--- config.mk ---
export PLATFORM = sky130hd
export DESIGN_NAME = ntc_thermistor_temperature
export DESIGN_NICKNAME = d
export VERILOG_FILES = /design/src/sv/ntc_pkg.sv /design/src/sv/ntc_thermistor_temperature.sv /design/src/sv/ntc_front.sv /design/src/sv/ntc_queue.sv /design/src/sv/ntc_back.sv
export SDC_FILE = /design/constraint.sdc
export NUM_CORES = 1
export LEC_CHECK = 0
export BUFFER_PORTS_ARGS = -buffer_cell sky130_fd_sc_hd__buf_2
export CAP_MARGIN = 15
export CORE_ASPECT_RATIO = 0.6
export CORE_UTILIZATION = 40
export DETAILED_ROUTE_END_ITERATION = 6
export PLACE_DENSITY = 0.58
export SLEW_MARGIN = 20
export SYNTH_ARGS = -nofsm -noshare
export SYNTH_HDL_FRONTEND = slang
export SYNTH_SLANG_ARGS = --single-unit
--- constraint.sdc ---
create_clock -name clk -period 7.5 [get_ports clk]
set_clock_uncertainty 0.2 [all_clocks]
set_input_delay 1.875 -clock clk [delete_from_list [all_inputs] [get_ports clk]]
set_output_delay 1.875 -clock clk [all_outputs]
set_load 0.02 [all_outputs]
--- src/sv/ntc_pkg.sv ---
// ntc_pkg: shared constants, types and the resistance table for the thermistor block
// no dependencies
`timescale 1ns / 1ps
package ntc_pkg;
    localparam int SamplesPerAverage = 16;
    localparam int TableEntries      = 111;
    localparam int TableStored       = 111;
    localparam logic [13:0] ColdLimit = 14'd9297;
    localparam logic [13:0] HotLimit  = 14'd114;
    localparam logic [9:0]  OpenLimitReset = 10'd1000;
    localparam logic [15:0] PullupReset    = 16'd1594;
    localparam logic [0:0]  RegOpenLimit = 1'd0;
    localparam logic [0:0]  RegPullup    = 1'd1;

    // averaged sample handed from front to back
    typedef struct packed {
        logic [9:0] avg;
        logic       working;
    } job_t;

    function automatic logic [13:0] table_value(input logic [7:0] idx);
        logic [13:0] v;
        unique case (idx)
            8'd0: v = 14'd9297; 8'd1: v = 14'd8822; 8'd2: v = 14'd8372; 8'd3: v = 14'd7950;
            8'd4: v = 14'd7550; 8'd5: v = 14'd7172; 8'd6: v = 14'd6816; 8'd7: v = 14'd6478;
            8'd8: v = 14'd6159; 8'd9: v = 14'd5859; 8'd10: v = 14'd5575; 8'd11: v = 14'd5297;
            8'd12: v = 14'd5034; 8'd13: v = 14'd4784; 8'd14: v = 14'd4550; 8'd15: v = 14'd4325;
            8'd16: v = 14'd4116; 8'd17: v = 14'd3916; 8'd18: v = 14'd3728; 8'd19: v = 14'd3547;
            8'd20: v = 14'd3378; 8'd21: v = 14'd3222; 8'd22: v = 14'd3073; 8'd23: v = 14'd2933;
            8'd24: v = 14'd2799; 8'd25: v = 14'd2672; 8'd26: v = 14'd2552; 8'd27: v = 14'd2438;
            8'd28: v = 14'd2329; 8'd29: v = 14'd2226; 8'd30: v = 14'd2128; 8'd31: v = 14'd2035;
            8'd32: v = 14'd1947; 8'd33: v = 14'd1863; 8'd34: v = 14'd1783; 8'd35: v = 14'd1707;
            8'd36: v = 14'd1633; 8'd37: v = 14'd1564; 8'd38: v = 14'd1497; 8'd39: v = 14'd1434;
            8'd40: v = 14'd1374; 8'd41: v = 14'd1317; 8'd42: v = 14'd1262; 8'd43: v = 14'd1210;
            8'd44: v = 14'd1160; 8'd45: v = 14'd1113; 8'd46: v = 14'd1068; 8'd47: v = 14'd1025;
            8'd48: v = 14'd983;  8'd49: v = 14'd945;  8'd50: v = 14'd907;  8'd51: v = 14'd871;
            8'd52: v = 14'd837;  8'd53: v = 14'd804;  8'd54: v = 14'd773;  8'd55: v = 14'd743;
            8'd56: v = 14'd715;  8'd57: v = 14'd688;  8'd58: v = 14'd662;  8'd59: v = 14'd637;
            8'd60: v = 14'd613;  8'd61: v = 14'd590;  8'd62: v = 14'd569;  8'd63: v = 14'd548;
            8'd64: v = 14'd528;  8'd65: v = 14'd508;  8'd66: v = 14'd489;  8'd67: v = 14'd472;
            8'd68: v = 14'd454;  8'd69: v = 14'd438;  8'd70: v = 14'd422;  8'd71: v = 14'd407;
            8'd72: v = 14'd393;  8'd73: v = 14'd378;  8'd74: v = 14'd365;  8'd75: v = 14'd353;
            8'd76: v = 14'd340;  8'd77: v = 14'd328;  8'd78: v = 14'd317;  8'd79: v = 14'd306;
            8'd80: v = 14'd296;  8'd81: v = 14'd286;  8'd82: v = 14'd276;  8'd83: v = 14'd267;
            8'd84: v = 14'd258;  8'd85: v = 14'd250;  8'd86: v = 14'd241;  8'd87: v = 14'd233;
            8'd88: v = 14'd226;  8'd89: v = 14'd219;  8'd90: v = 14'd211;  8'd91: v = 14'd205;
            8'd92: v = 14'd198;  8'd93: v = 14'd192;  8'd94: v = 14'd186;  8'd95: v = 14'd180;
            8'd96: v = 14'd174;  8'd97: v = 14'd169;  8'd98: v = 14'd164;  8'd99: v = 14'd159;
            8'd100: v = 14'd154; 8'd101: v = 14'd150; 8'd102: v = 14'd145; 8'd103: v = 14'd141;
            8'd104: v = 14'd136; 8'd105: v = 14'd132; 8'd106: v = 14'd129; 8'd107: v = 14'd125;
            8'd108: v = 14'd121; 8'd109: v = 14'd118; 8'd110: v = 14'd114;
            default: v = 14'd0;
        endcase
        return v;
    endfunction
endpackage

--- src/sv/ntc_thermistor_temperature.sv ---
// ntc_thermistor_temperature: top level of the thermistor temperature block
// depends on ntc_pkg, ntc_front, ntc_queue, ntc_back
`timescale 1ns / 1ps
// Every sample is taken in one cycle; every SAMPLES-th transfer closes an
// average that is queued for the back end. The back end takes the average,
// then classifies and filters an open circuit average directly; a short or
// cold one first goes through a 26-step serial divide for the resistance.
// When it interpolates it takes the average, runs that divide, classifies,
// walks the resistance table one entry per cycle, runs a 16-step divide for
// the interpolation, clamps and filters; the result may wait for m_tready.
// Samples keep flowing while it works; only the closing sample stalls when two
// averages are already queued.
module ntc_thermistor_temperature #(
    parameter int SAMPLES_PER_AVERAGE = ntc_pkg::SamplesPerAverage,
    parameter int TABLE_ENTRIES       = ntc_pkg::TableEntries
) (
    input  logic        clk,
    input  logic        rst_n,
    input  logic        cfg_we,
    input  logic [0:0]  cfg_index,
    input  logic [15:0] cfg_data,
    input  logic        s_tvalid,
    output logic        s_tready,
    input  logic [15:0] s_tdata,   // adc_sample[9:0], machine_working[10], zero fill
    output logic        m_tvalid,
    input  logic        m_tready,
    output logic [15:0] m_tdata    // filtered_temperature[10:0], open_fault,
                                   // short_fault, shutdown_request, zero fill
);
    logic [9:0]    open_limit_reg;
    logic [15:0]   pullup_reg;
    logic          fj_valid, fj_ready, bj_valid, bj_ready;
    ntc_pkg::job_t fj, bj;
    logic [10:0]   temp;
    logic          open_f, short_f, shut;

    // configuration registers
    always_ff @(posedge clk or negedge rst_n)
    begin
        if (!rst_n)
        begin
            open_limit_reg <= ntc_pkg::OpenLimitReset;
            pullup_reg     <= ntc_pkg::PullupReset;
        end
        else if (cfg_we)
        begin
            if (cfg_index == ntc_pkg::RegOpenLimit) open_limit_reg <= cfg_data[9:0];
            if (cfg_index == ntc_pkg::RegPullup)    pullup_reg <= cfg_data;
        end
    end

    ntc_front #(.SAMPLES(SAMPLES_PER_AVERAGE)) u_front (
        .clk(clk), .rst_n(rst_n), .s_tvalid(s_tvalid), .s_tready(s_tready),
        .sample(s_tdata[9:0]), .working(s_tdata[10]),
        .job_valid(fj_valid), .job_ready(fj_ready), .job(fj)
    );

    ntc_queue u_queue (
        .clk(clk), .rst_n(rst_n), .in_valid(fj_valid), .in_ready(fj_ready), .in_job(fj),
        .out_valid(bj_valid), .out_ready(bj_ready), .out_job(bj)
    );

    ntc_back #(.ENTRIES(TABLE_ENTRIES)) u_back (
        .clk(clk), .rst_n(rst_n), .open_limit(open_limit_reg), .pull_scale(pullup_reg),
        .job_valid(bj_valid), .job_ready(bj_ready), .job(bj),
        .m_tvalid(m_tvalid), .m_tready(m_tready), .temp(temp),
        .open_f(open_f), .short_f(short_f), .shut(shut)
    );

    assign m_tdata = {2'd0, shut, short_f, open_f, temp};
endmodule

--- src/sv/ntc_front.sv ---
// ntc_front: accumulates samples and forms the average every SAMPLES-th transfer
// depends on ntc_pkg
`timescale 1ns / 1ps
module ntc_front #(
    parameter int SAMPLES = ntc_pkg::SamplesPerAverage
) (
    input  logic           clk,
    input  logic           rst_n,
    input  logic           s_tvalid,
    output logic           s_tready,
    input  logic [9:0]     sample,
    input  logic           working,
    output logic           job_valid,
    input  logic           job_ready,
    output ntc_pkg::job_t  job
);
    localparam int CW = $clog2(SAMPLES + 1);
    localparam int SW = 10 + $clog2(SAMPLES + 1);

    logic [CW-1:0] count_reg;
    logic [SW-1:0] sum_reg;
    logic [SW-1:0] sum_new;
    logic          last;
    logic          fire;

    // stall only on the sample that closes an average while the queue is full
    assign sum_new  = sum_reg + SW'(sample);
    assign last     = (count_reg == CW'(SAMPLES - 1));
    assign s_tready = !last || job_ready;
    assign fire     = s_tvalid && s_tready;

    assign job_valid   = s_tvalid && last;
    assign job.avg     = 10'(sum_new / SW'(SAMPLES));
    assign job.working = working;

    // running sum and count
    always_ff @(posedge clk or negedge rst_n)
    begin
        if (!rst_n)
        begin
            count_reg <= '0;
            sum_reg   <= '0;
        end
        else if (fire)
        begin
            if (last)
            begin
                count_reg <= '0;
                sum_reg   <= '0;
            end
            else
            begin
                count_reg <= count_reg + 1'b1;
                sum_reg   <= sum_new;
            end
        end
    end
endmodule

--- src/sv/ntc_queue.sv ---
// ntc_queue: two-entry queue of averaged jobs between front and back
// depends on ntc_pkg
`timescale 1ns / 1ps
module ntc_queue (
    input  logic          clk,
    input  logic          rst_n,
    input  logic          in_valid,
    output logic          in_ready,
    input  ntc_pkg::job_t in_job,
    output logic          out_valid,
    input  logic          out_ready,
    output ntc_pkg::job_t out_job
);
    ntc_pkg::job_t mem_reg [2];
    logic       wr_reg, rd_reg;
    logic [1:0] cnt_reg;
    logic       push, pop;

    assign in_ready  = cnt_reg != 2'd2;
    assign out_valid = cnt_reg != 2'd0;
    assign out_job   = mem_reg[rd_reg];
    assign push      = in_valid && in_ready;
    assign pop       = out_valid && out_ready;

    // pointers and fill level
    always_ff @(posedge clk or negedge rst_n)
    begin
        if (!rst_n)
        begin
            wr_reg  <= 1'b0;
            rd_reg  <= 1'b0;
            cnt_reg <= 2'd0;
        end
        else
        begin
            if (push) wr_reg <= !wr_reg;
            if (pop)  rd_reg <= !rd_reg;
            cnt_reg <= cnt_reg + {1'b0, push} - {1'b0, pop};
        end
    end

    // storage
    always_ff @(posedge clk)
    begin
        if (push) mem_reg[wr_reg] <= in_job;
    end
endmodule

--- src/sv/ntc_back.sv ---
// ntc_back: resistance division, table walk, interpolation and iir filter
// depends on ntc_pkg
`timescale 1ns / 1ps
module ntc_back #(
    parameter int ENTRIES = ntc_pkg::TableEntries
) (
    input  logic          clk,
    input  logic          rst_n,
    input  logic [9:0]    open_limit,
    input  logic [15:0]   pull_scale,
    input  logic          job_valid,
    output logic          job_ready,
    input  ntc_pkg::job_t job,
    output logic          m_tvalid,
    input  logic          m_tready,
    output logic [10:0]   temp,
    output logic          open_f,
    output logic          short_f,
    output logic          shut
);
    localparam int Bound = (ENTRIES < ntc_pkg::TableStored) ? ENTRIES : ntc_pkg::TableStored;

    typedef enum logic [2:0] {S_IDLE, S_DIV_R, S_CLASS, S_WALK, S_DIV_F, S_FILT, S_OUT} state_t;

    state_t        state_reg;
    logic [25:0]   num_reg;      // dividend, becomes quotient
    logic [15:0]   rem_reg;
    logic [15:0]   den_reg;
    logic [4:0]    bit_reg;
    logic [13:0]   r_reg;
    logic [7:0]    idx_reg;
    logic signed [11:0] raw_reg;
    logic signed [11:0] filt_reg;
    logic          open_reg, short_reg, work_reg;
    logic [10:0]   temp_reg;
    logic          ovalid_reg, ofault_reg, sfault_reg, shut_reg;

    logic [16:0]   rem_sh;
    logic [16:0]   rem_sub;
    logic [13:0]   tab_i, tab_p;
    logic [15:0]   quot14;
    logic signed [11:0] t_sum;
    logic signed [17:0] acc;

    assign job_ready = (state_reg == S_IDLE);
    assign m_tvalid  = ovalid_reg;
    assign temp      = temp_reg;
    assign open_f    = ofault_reg;
    assign short_f   = sfault_reg;
    assign shut      = shut_reg;

    // restoring divider step
    assign rem_sh  = {rem_reg, num_reg[25]};
    assign rem_sub = rem_sh - {1'b0, den_reg};
    assign tab_i   = ntc_pkg::table_value(idx_reg);
    assign tab_p   = ntc_pkg::table_value(idx_reg - 8'd1);
    assign quot14  = num_reg[15:0] + 16'd1;
    assign t_sum   = $signed(12'(({4'd0, idx_reg} - 12'd1) * 12'd10)) - 12'sd100
                     + $signed({1'b0, quot14[10:0]});
    assign acc     = 18'sd13 * 18'(filt_reg) + 18'sd3 * 18'(raw_reg);

    // sequencer
    always_ff @(posedge clk or negedge rst_n)
    begin
        if (!rst_n)
        begin
            state_reg  <= S_IDLE;
            filt_reg   <= '0;
            ovalid_reg <= 1'b0;
            num_reg    <= '0;
            rem_reg    <= '0;
            den_reg    <= '0;
            bit_reg    <= '0;
            r_reg      <= '0;
            idx_reg    <= '0;
            raw_reg    <= '0;
            open_reg   <= 1'b0;
            short_reg  <= 1'b0;
            work_reg   <= 1'b0;
            temp_reg   <= '0;
            ofault_reg <= 1'b0;
            sfault_reg <= 1'b0;
            shut_reg   <= 1'b0;
        end
        else
        begin
            // result taken with nothing new behind it
            if (ovalid_reg && m_tready && state_reg != S_FILT) ovalid_reg <= 1'b0;
            unique case (state_reg)
                S_IDLE:
                begin
                    if (job_valid)
                    begin
                        work_reg  <= job.working;
                        short_reg <= 1'b0;
                        open_reg  <= (job.avg >= open_limit);
                        num_reg   <= {10'd0, job.avg} * {10'd0, pull_scale};
                        den_reg   <= 16'd1024 - {6'd0, job.avg};
                        rem_reg   <= '0;
                        bit_reg   <= 5'd0;
                        state_reg <= (job.avg >= open_limit) ? S_CLASS : S_DIV_R;
                    end
                end
                S_DIV_R:
                begin
                    if (!rem_sub[16])
                        rem_reg <= rem_sub[15:0];
                    else
                        rem_reg <= rem_sh[15:0];
                    num_reg <= {num_reg[24:0], !rem_sub[16]};
                    bit_reg <= bit_reg + 5'd1;
                    if (bit_reg == 5'd25) state_reg <= S_CLASS;
                end
                S_CLASS:
                begin
                    idx_reg <= 8'd0;
                    if (open_reg || num_reg >= 26'(ntc_pkg::ColdLimit))
                    begin
                        r_reg   <= ntc_pkg::ColdLimit;
                        raw_reg <= -12'sd100;
                        state_reg <= S_FILT;
                    end
                    else if (num_reg[13:0] < ntc_pkg::HotLimit)
                    begin
                        short_reg <= 1'b1;
                        raw_reg   <= 12'sd1000;
                        state_reg <= S_FILT;
                    end
                    else
                    begin
                        r_reg     <= num_reg[13:0];
                        state_reg <= S_WALK;
                    end
                end
                S_WALK:
                begin
                    // one table entry per cycle
                    if (idx_reg >= 8'(Bound))
                    begin
                        raw_reg   <= 12'sd1000;
                        state_reg <= S_FILT;
                    end
                    else if (r_reg <= tab_i)
                        idx_reg <= idx_reg + 8'd1;
                    else if (idx_reg == 8'd0)
                    begin
                        raw_reg   <= -12'sd100;
                        state_reg <= S_FILT;
                    end
                    else
                    begin
                        num_reg   <= 26'(10 * (tab_p - r_reg)) << 10;
                        den_reg   <= {2'd0, tab_p - tab_i};
                        rem_reg   <= '0;
                        bit_reg   <= 5'd10;
                        state_reg <= S_DIV_F;
                    end
                end
                S_DIV_F:
                begin
                    if (!rem_sub[16])
                        rem_reg <= rem_sub[15:0];
                    else
                        rem_reg <= rem_sh[15:0];
                    num_reg <= {num_reg[24:0], !rem_sub[16]};
                    bit_reg <= bit_reg + 5'd1;
                    if (bit_reg == 5'd25)
                    begin
                        state_reg <= S_OUT;
                    end
                end
                S_OUT:
                begin
                    // clamp interpolated value
                    if (t_sum <= -12'sd100)     raw_reg <= -12'sd100;
                    else if (t_sum > 12'sd1000) raw_reg <= 12'sd1000;
                    else                        raw_reg <= t_sum;
                    state_reg <= S_FILT;
                end
                S_FILT:
                begin
                    if (!ovalid_reg || m_tready)
                    begin
                        filt_reg   <= acc[15:4];
                        temp_reg   <= acc[14:4];
                        ofault_reg <= open_reg;
                        sfault_reg <= short_reg;
                        shut_reg   <= (open_reg || short_reg) && work_reg;
                        ovalid_reg <= 1'b1;
                        state_reg  <= S_IDLE;
                    end
                end
                default: state_reg <= S_IDLE;
            endcase
        end
    end
endmodule

Word-level counts from Yosys, hierarchy flattened:

Memory sizes are Yosys's and may differ from the RTL's.
Index checks and enable logic that the tools add are counted.

* memories: 3
* input port bits: 38
* ROM bits: 3584
* bits in writable memories: 22
* logic and storage cells: 174
* register bits: 180
* output and inout port bits: 18

* equality and inequality tests: 24
* add/sub/neg operators: 16
* $lt $le $gt $ge: 7
* multiplexer cells: 58
* bitwise gates (word level): 1
* multiply operators: 5
* reductions and logical operators: 36

Memories
* (no name shown): words 128, bits a word 14, rd ports 1, clocked after Yosys merged registers in 0, wr ports 0, line ntc_pkg.sv:23 `unique case (idx)`
* (no name shown): words 128, bits a word 14, rd ports 1, clocked after Yosys merged registers in 0, wr ports 0, line ntc_pkg.sv:23
* u_queue.mem_reg: words 2, bits a word 11, rd ports 1, clocked after Yosys merged registers in 0, wr ports 1, line ntc_queue.sv:14 `ntc_pkg::job_t mem_reg [2];`

Operator list (count)
* $mux 16: 9
* $mux 26: 4
* $mux 12: 7
* $pmux 26 s3: 1
* $mux 14: 4
* $pmux 16 s3: 1
* $pmux 12 s3: 1
* $mul 3x32->15 const A: 1
* $pmux 16 s2: 1
* $ge 26x14->1 const B: 1
* $mul 10x16->26: 1
* $mux 5: 5
* $mux 3: 8
* $pmux 3 s7: 1
* $sub 17x16->17: 1
* $add 16x16->16: 1
* $mul 5x12->16 const A: 1
* $mux 8: 2
* $pmux 8 s2: 1
* $add 15x10->15: 1
* $mul 3x12->15 const A: 1
* $mux 15: 1
* $pmux 5 s3: 1
* $reduce_and 5->1: 3
* 44 further kinds: 89

Depth between registers and ports, before layout:

Gate-level depths: netlist of the first run.
An unclocked memory read counts as a cell.

* word-level depth: 9
* gate-level depth with buffers: 36

By module:

Synthesis of the first run repeated with hierarchy kept, for this count alone.

* cells, all modules: 2767
* area total of the unflattened synthesis: 23391.2 um^2

Modules (own cells, without submodules)
* ntc_back: times used 1, area each 19899.1 um^2, cells an instance 2500
* ntc_front: times used 1, area each 1358.8 um^2, cells an instance 149
* ntc_thermistor_temperature: times used 1, area each 1109.8 um^2, cells an instance 62
* ntc_queue: times used 1, area each 1023.5 um^2, cells an instance 56

Worst setup path before layout of the first run:

No wires, ideal clock.

* kind: reg2reg
* from: reg u_back.idx_reg[2]
* to: reg u_back.num_reg[22]
* arrival time: 6.873 ns
* setup slack: 0.307 ns
* cell stages (with the launch flop): 32
* period minus slack after synthesis: 7.193 ns
* cell sequence: dfrtp_1 > buf_2 > inv_1 > clkbuf_1 > buf_1 > ha_1 > nor4b_1 > xnor2_1 > clkbuf_1 > clkbuf_1 > nand2_1 > a211oi_1 > nor3_1 > a211oi_1 > ha_1 > nor2b_1 > o21ai_0 > a21boi_0 > o21ai_0 > nor2b_1 > xnor2_1 > ha_1 > ha_1 > nor2b_1 > o21ai_1 > a21boi_0 > o21ai_1 > a211oi_1 > or3_1 > a32oi_1 > o21ai_0 > a31o_2

* longest elaborated chain between the ends: 9
* elaborated cells between the ends (all ways): 18
* classes of those cells: 2 x add/sub; 1 x mul; 2 x order compare; 3 x eq/ne; 6 x mux; 2 x reduce/logical; 2 x memory

Ends and longest elaborated chain
* from (decl): line ntc_back.sv:31 `logic [7:0] idx_reg;`
* from (signal assigned): line ntc_back.sv:144 `idx_reg <= idx_reg + 8'd1;`
* $sub 8x1->8: line ntc_back.sv:56 `assign tab_p = ntc_pkg::table_value(idx_reg - 8'd1);`
* $mem_v2 128x14
* $mux 14: line ntc_pkg.sv:23
* $sub 14x14->15: line ntc_back.sv:152 `num_reg <= 26'(10 * (tab_p - r_reg)) << 10;`
* $mul 3x32->15: line ntc_back.sv:152
* $mux 26: line ntc_back.sv:145 `else if (idx_reg == 8'd0)`
* $mux 26: line ntc_back.sv:143 `else if (r_reg <= tab_i)`
* $mux 26: line ntc_back.sv:138 `if (idx_reg >= 8'(Bound))`
* $pmux 26 s3: line ntc_back.sv:89 `unique case (state_reg)`
* to (signal assigned): line ntc_back.sv:97 `num_reg <= {10'd0, job.avg} * {10'd0, pull_scale};`
* to (signal assigned): line ntc_back.sv:152
* to (signal assigned): line ntc_back.sv:165 `num_reg <= {num_reg[24:0], !rem_sub[16]};`
* to (decl): line ntc_back.sv:26 `logic [25:0] num_reg;`

Several ways; a longest one is shown, not always the timed one. The select of a mux whose other input is x is not followed.
A chain may end at the register's enable or synchronous reset.

Worst setup path in the final report of the first run:

* from: reg u_back.idx_reg[1]
* to: reg u_back.num_reg[25]

Same word-level chain as after synthesis.

==> metrics.cfg, run 1 <==
[critical_path]
slowest_stage = fa_1
setup.worst_path.start_class = register
path_class = reg2reg
max_stage_delay_ps = 400
cp.required_ps = 7630
crit_path_end_kind = register
crit_path_frequent_cell = ha_1
critical_path.max_fanout = 18
cp_data_arrival_time_ps = 7190

[synthesis]
yosys_warnings = 0
synth_cell_types = 96
ys.flop_type = dfrtp_1
ys_seq_elements = 188
ys_seq_area_frac = 0.206
async_flop_share = 0.883
avgSynthCellArea_sq_um = 8.37
synth_edf_count = 22
netlist_instances = 2794
synth_area_sq_um = 23400

[timing]
period_share = 0.941
fin_crit_ps = 7060
timing.slew.headroom = 0.270
finalWorstSetupSlack_ps = 439
timing.fmax_mhz = 142
finalMaxSlewViolations = 0
fin_setup_tns_ps = 0
rsz0062_at_grt = false
finalSetupViolCount = 0
tightest_slew_ps = 1090
hold_viol_final = 0

[floorplan]
ios = 56
die_h_um = 189
core_sq_um = 57600
die_x_um = 314
row_count = 68
start_util = 0.406
die_area_sq_um = 59500

[final_layout]
fin_nets = 3246
ff_latch_area_sq_um = 4830
fillers = 5648
mostFrequentLayoutCell = nand2_1
fin_cells = 3567
antenna_cells = 0
syn2layout_area_growth_pct = 8.02
utilization = 0.439
multiInputGateArea_sq_um = 17000
largest_reg_flops = 26
drive_above_1_share = 0.0901
final_cell_mix = 298 x nand2_1, 283 x ha_1, 237 x inv_1, 228 x nor2_1, 155 x a21oi_1

[detailed_routing]
drcViolationCount = 0
drt_iter0_markers = 2354
ant_nets = 0
vias = 20800
wl_mm = 73.0
drt_pass1_iterations = 6
avgViaCountPerCell = 5.83
wl_per_cell_um = 20.5

[clock_network]
clock_latency_ps = 470
postCtsHoldBufs = 0
clock-sinks = 188
cts_made_buffers = 17
cts_max_level = 4
cts_setup_buffers = 0
cts.clk_slew.worst_paths_ps = 80
cts_tree = yes
cts-resized-gates = 0
cts-root-buf = clkbuf_16
clk_path_buf_depth = 2

[placement]
hpwlAfterDp_mm = 56.8
place_congestion = 0.991
dpl.cell_count = 3535
dp_slack_ps = 478
port_buffers = 48

[status]
status = complete, no violations

[min_path]
hold_path_class = reg2reg

[run]
maxCapViolCount = 0

[grt]
grt_antenna_before_repair = 0
grt_max_degree = 63
grt.overflow.total = 0
grt_pass1_wl_mm = 117
grt_pass1_vias = 20100
grt_usage = 0.250

-- path summary, 6_finish.rpt --
| check | startpoint | endpoint | slack [ps] | cells after the start |
|---|---|---|---|---|
| setup reg to reg | u_back.idx_reg[1] | u_back.num_reg[25] | 440 | 33 |
| setup / recovery | u_back.idx_reg[1] | u_back.num_reg[25] | 440 | 33 |
| max in group asynchronous | rst_n | u_back.bit_reg[2] | 4620 | 2 |
| hold / removal | u_back.den_reg[11] | u_back.den_reg[11] | 300 | 2 |
| min in group asynchronous | rst_n | pullup_reg[15] | 1160 | 1 |
| hold reg to reg | u_back.den_reg[11] | u_back.den_reg[11] | 300 | 2 |
-- worst max-delay path: cells and delay by family, from the launching register on --
family                     cells  cell delay [ps]
AOI/OAI and AO/OA             12             2250
xor gates and xnor gates       4              600
adders and majority gates      5             1440
buffers and inverters          4              880
DFF                            1              380
muxes                          1              130
and+or+nand+nor                7             1020
-- metrics by stage --
stage	cell area, sq um	hold slack (ps)
after floorplan	23400	244
after global placement	24600	267
after detailed placement	24600	274
after CTS	25200	299
after global routing	25300	323
final	25300	302
-- layout make-up --
type | count | area share
well taps | 770 | 0.0381
clock inverters | 15 | 0.00837
inverters | 244 | 0.0363
repair buffers | 139 | 0.0378
multi-input cells | 2194 | 0.671
flip-flops and latches | 188 | 0.191
clock buffers | 17 | 0.0168
-- cell families after synthesis --
logic type / Yosys count / synth area share
and+or+nand+nor: 879 / 0.175
AOI/OAI and AO/OA: 703 / 0.201
adders and majority gates: 424 / 0.272
buffers and inverters: 413 / 0.0706
DFF: 188 / 0.206
xor gates and xnor gates: 138 / 0.0529
muxes: 48 / 0.0224
other: 1 / 0.000160
-- layer usage --
| layer | vias up | track usage | share of wire | routed length [um] |
|---|---|---|---|---|
| met2 | 836 | 0.330 | 0.38 | 27900 |
| li1 | 9796 | - | - | - |
| met5 | - | 0 | 0 | 0 |
| met4 | 0 | 0.0340 | 0.0095 | 691 |
| met1 | 10100 | 0.413 | 0.52 | 38000 |
| met3 | 55 | 0.0451 | 0.088 | 6460 |
-- cell usage after synthesis (all sizes together), types with 52 or more instances --
cell	instances	share of area
nand2	300	0.049
ha	284	0.15
inv	242	0.039
nor2	230	0.037
o21ai	167	0.036
a21oi	155	0.033
dfrtp	154	0.16
fa	140	0.12
clkbuf	105	0.017
xnor2	88	0.034
nor3	70	0.015
and2	65	0.017
buf	64	0.015
nand3	62	0.013
a211oi	52	0.017
Power of run 1 is not shown: default switching activity piles up to over one toggle a cycle in this logic, so the estimate is an artifact.
==> run 2, diff against run 1 <==
Settings changed: PLACE_DENSITY 0.58 to 0.56, SLEW_MARGIN 20 to not set.
Clock period 7.5 ns to 8.49 ns, I/O delays scaled along.
==> metrics.cfg, run 2 (synthesis gave the netlist of run 1 again) <==
[critical_path]
reg2reg_slack_ps = 1040
setup.worst_path.start_class = register
regToRegStartpoint = u_back.idx_reg[1]
cp_data_arrival_time_ps = 7610
worstReg2RegEnd = u_back.num_reg[22]
slowest_stage = nor4b_1
crit_path_end_kind = register
path_class = reg2reg
ff2ff_path_depth = 30
max_stage_delay_ps = 570
cp.required_ps = 8650
critical_path.max_fanout = 17

[detailed_routing]
avgViaCountPerCell = 5.85
drcViolationCount = 0
ant_nets = 0
drt_iter0_markers = 2578
wl_mm = 72.6
vias = 20800
drt_pass1_iterations = 7
wl_per_cell_um = 20.4

[grt]
grt_pass1_vias = 19900
grt_pass1_wl_mm = 115
grt.overflow.total = 0
grt_max_degree = 91
grt_usage = 0.246
grt_util_met2 = 0.321
busiest_layer = met1
met3_usage = 0.0732
grt_antenna_before_repair = 0
grtUsageMet1 = 0.394

[floorplan]
die_h_um = 189
ios = 56
die_x_um = 314
row_count = 68
core_sq_um = 57600
start_util = 0.406
die_area_sq_um = 59500

[clock_network]
clock_latency_ps = 480
postCtsHoldBufs = 0
cts-resized-gates = 0
clock-sinks = 188
cts_tree = yes
clk_path_buf_depth = 2
cts_setup_buffers = 0
cts_made_buffers = 17
cts_max_level = 4
cts-root-buf = clkbuf_16
cts.clk_slew.worst_paths_ps = 80

[timing]
finalSetupViolCount = 0
fin_setup_tns_ps = 0
rsz0062_at_grt = false
hold_viol_final = 0
timing.fmax_mhz = 134
timing.slew.headroom = 0.213
period_share = 0.878
fin_crit_ps = 7450
finalWorstSetupSlack_ps = 1040
tightest_slew_ps = 1170
finalMaxSlewViolations = 0

[min_path]
hp-start = u_back.den_reg[7]
hold_path_class = reg2reg
hold_end = u_back.den_reg[7]
hold_depth = 2

[placement]
place_congestion = 0.972
port_buffers = 48
hpwlAfterDp_mm = 56.2
dp_slack_ps = 1190

[status]
status = complete, no violations

[final_layout]
antenna_cells = 0
syn2layout_area_growth_pct = 7.91
largest_reg_flops = 26
utilization = 0.438
final_cell_mix = 298 x nand2_1, 283 x ha_1, 237 x inv_1, 228 x nor2_1, 155 x a21oi_1
drive_above_1_share = 0.0881
fin_nets = 3241
mostFrequentLayoutCell = nand2_1

[run]
maxCapViolCount = 0

-- run 2: worst max path at each step --
stage	start	endpoint	cells after the start
finish	u_back.idx_reg[1]	u_back.num_reg[22]	30
global route	u_back.idx_reg[1]	u_back.num_reg[22]	30
CTS	u_back.idx_reg[1]	u_back.num_reg[22]	30
detailed placement	u_back.idx_reg[1]	u_back.num_reg[22]	30
global placement	u_back.idx_reg[1]	u_back.num_reg[22]	30
floorplan	u_back.idx_reg[2]	u_back.num_reg[22]	31
-- run 2: per-layer routing --
metal	wire, um	vias up
met5	0	-
li1	-	9807
met4	603	0
met3	7190	55
met1	37000	10100
met2	27800	831
-- run 2: layout make-up --
class / count / area [sq um]
multi-input cells: 2194 / 16900
clock buffers: 17 / 425
clock inverters: 15 / 223
fillers: 5658 / 32400
flip-flops and latches: 188 / 4830
inverters: 244 / 916
repair buffers: 134 / 932
well taps: 770 / 963
-- run 2: worst max-delay path, delay by kind of cell (launching register included) --
kind	cells	cell delay (ps)
AOI/OAI and AO/OA	13	2610
and+or+nand+nor	8	1620
adders and majority gates	4	1220
buffers and inverters	3	770
xor gates and xnor gates	2	550
DFF	1	390
-- run 2: metrics by stage --
| step | hold slack, ps | area, sq um | cells |
|---|---|---|---|
| 6_report | 293 | 25200 | 3562 |
| 5_1_grt | 322 | 25200 | 3562 |
| 4_1_cts | 298 | 25200 | 3562 |
| 3_5_place_dp | 277 | 24600 | 3530 |
| 3_3_place_gp | 268 | 24600 | 3530 |
| 2_1_floorplan | 244 | 23400 | 2795 |
Power of run 2 is left out for the same reason.
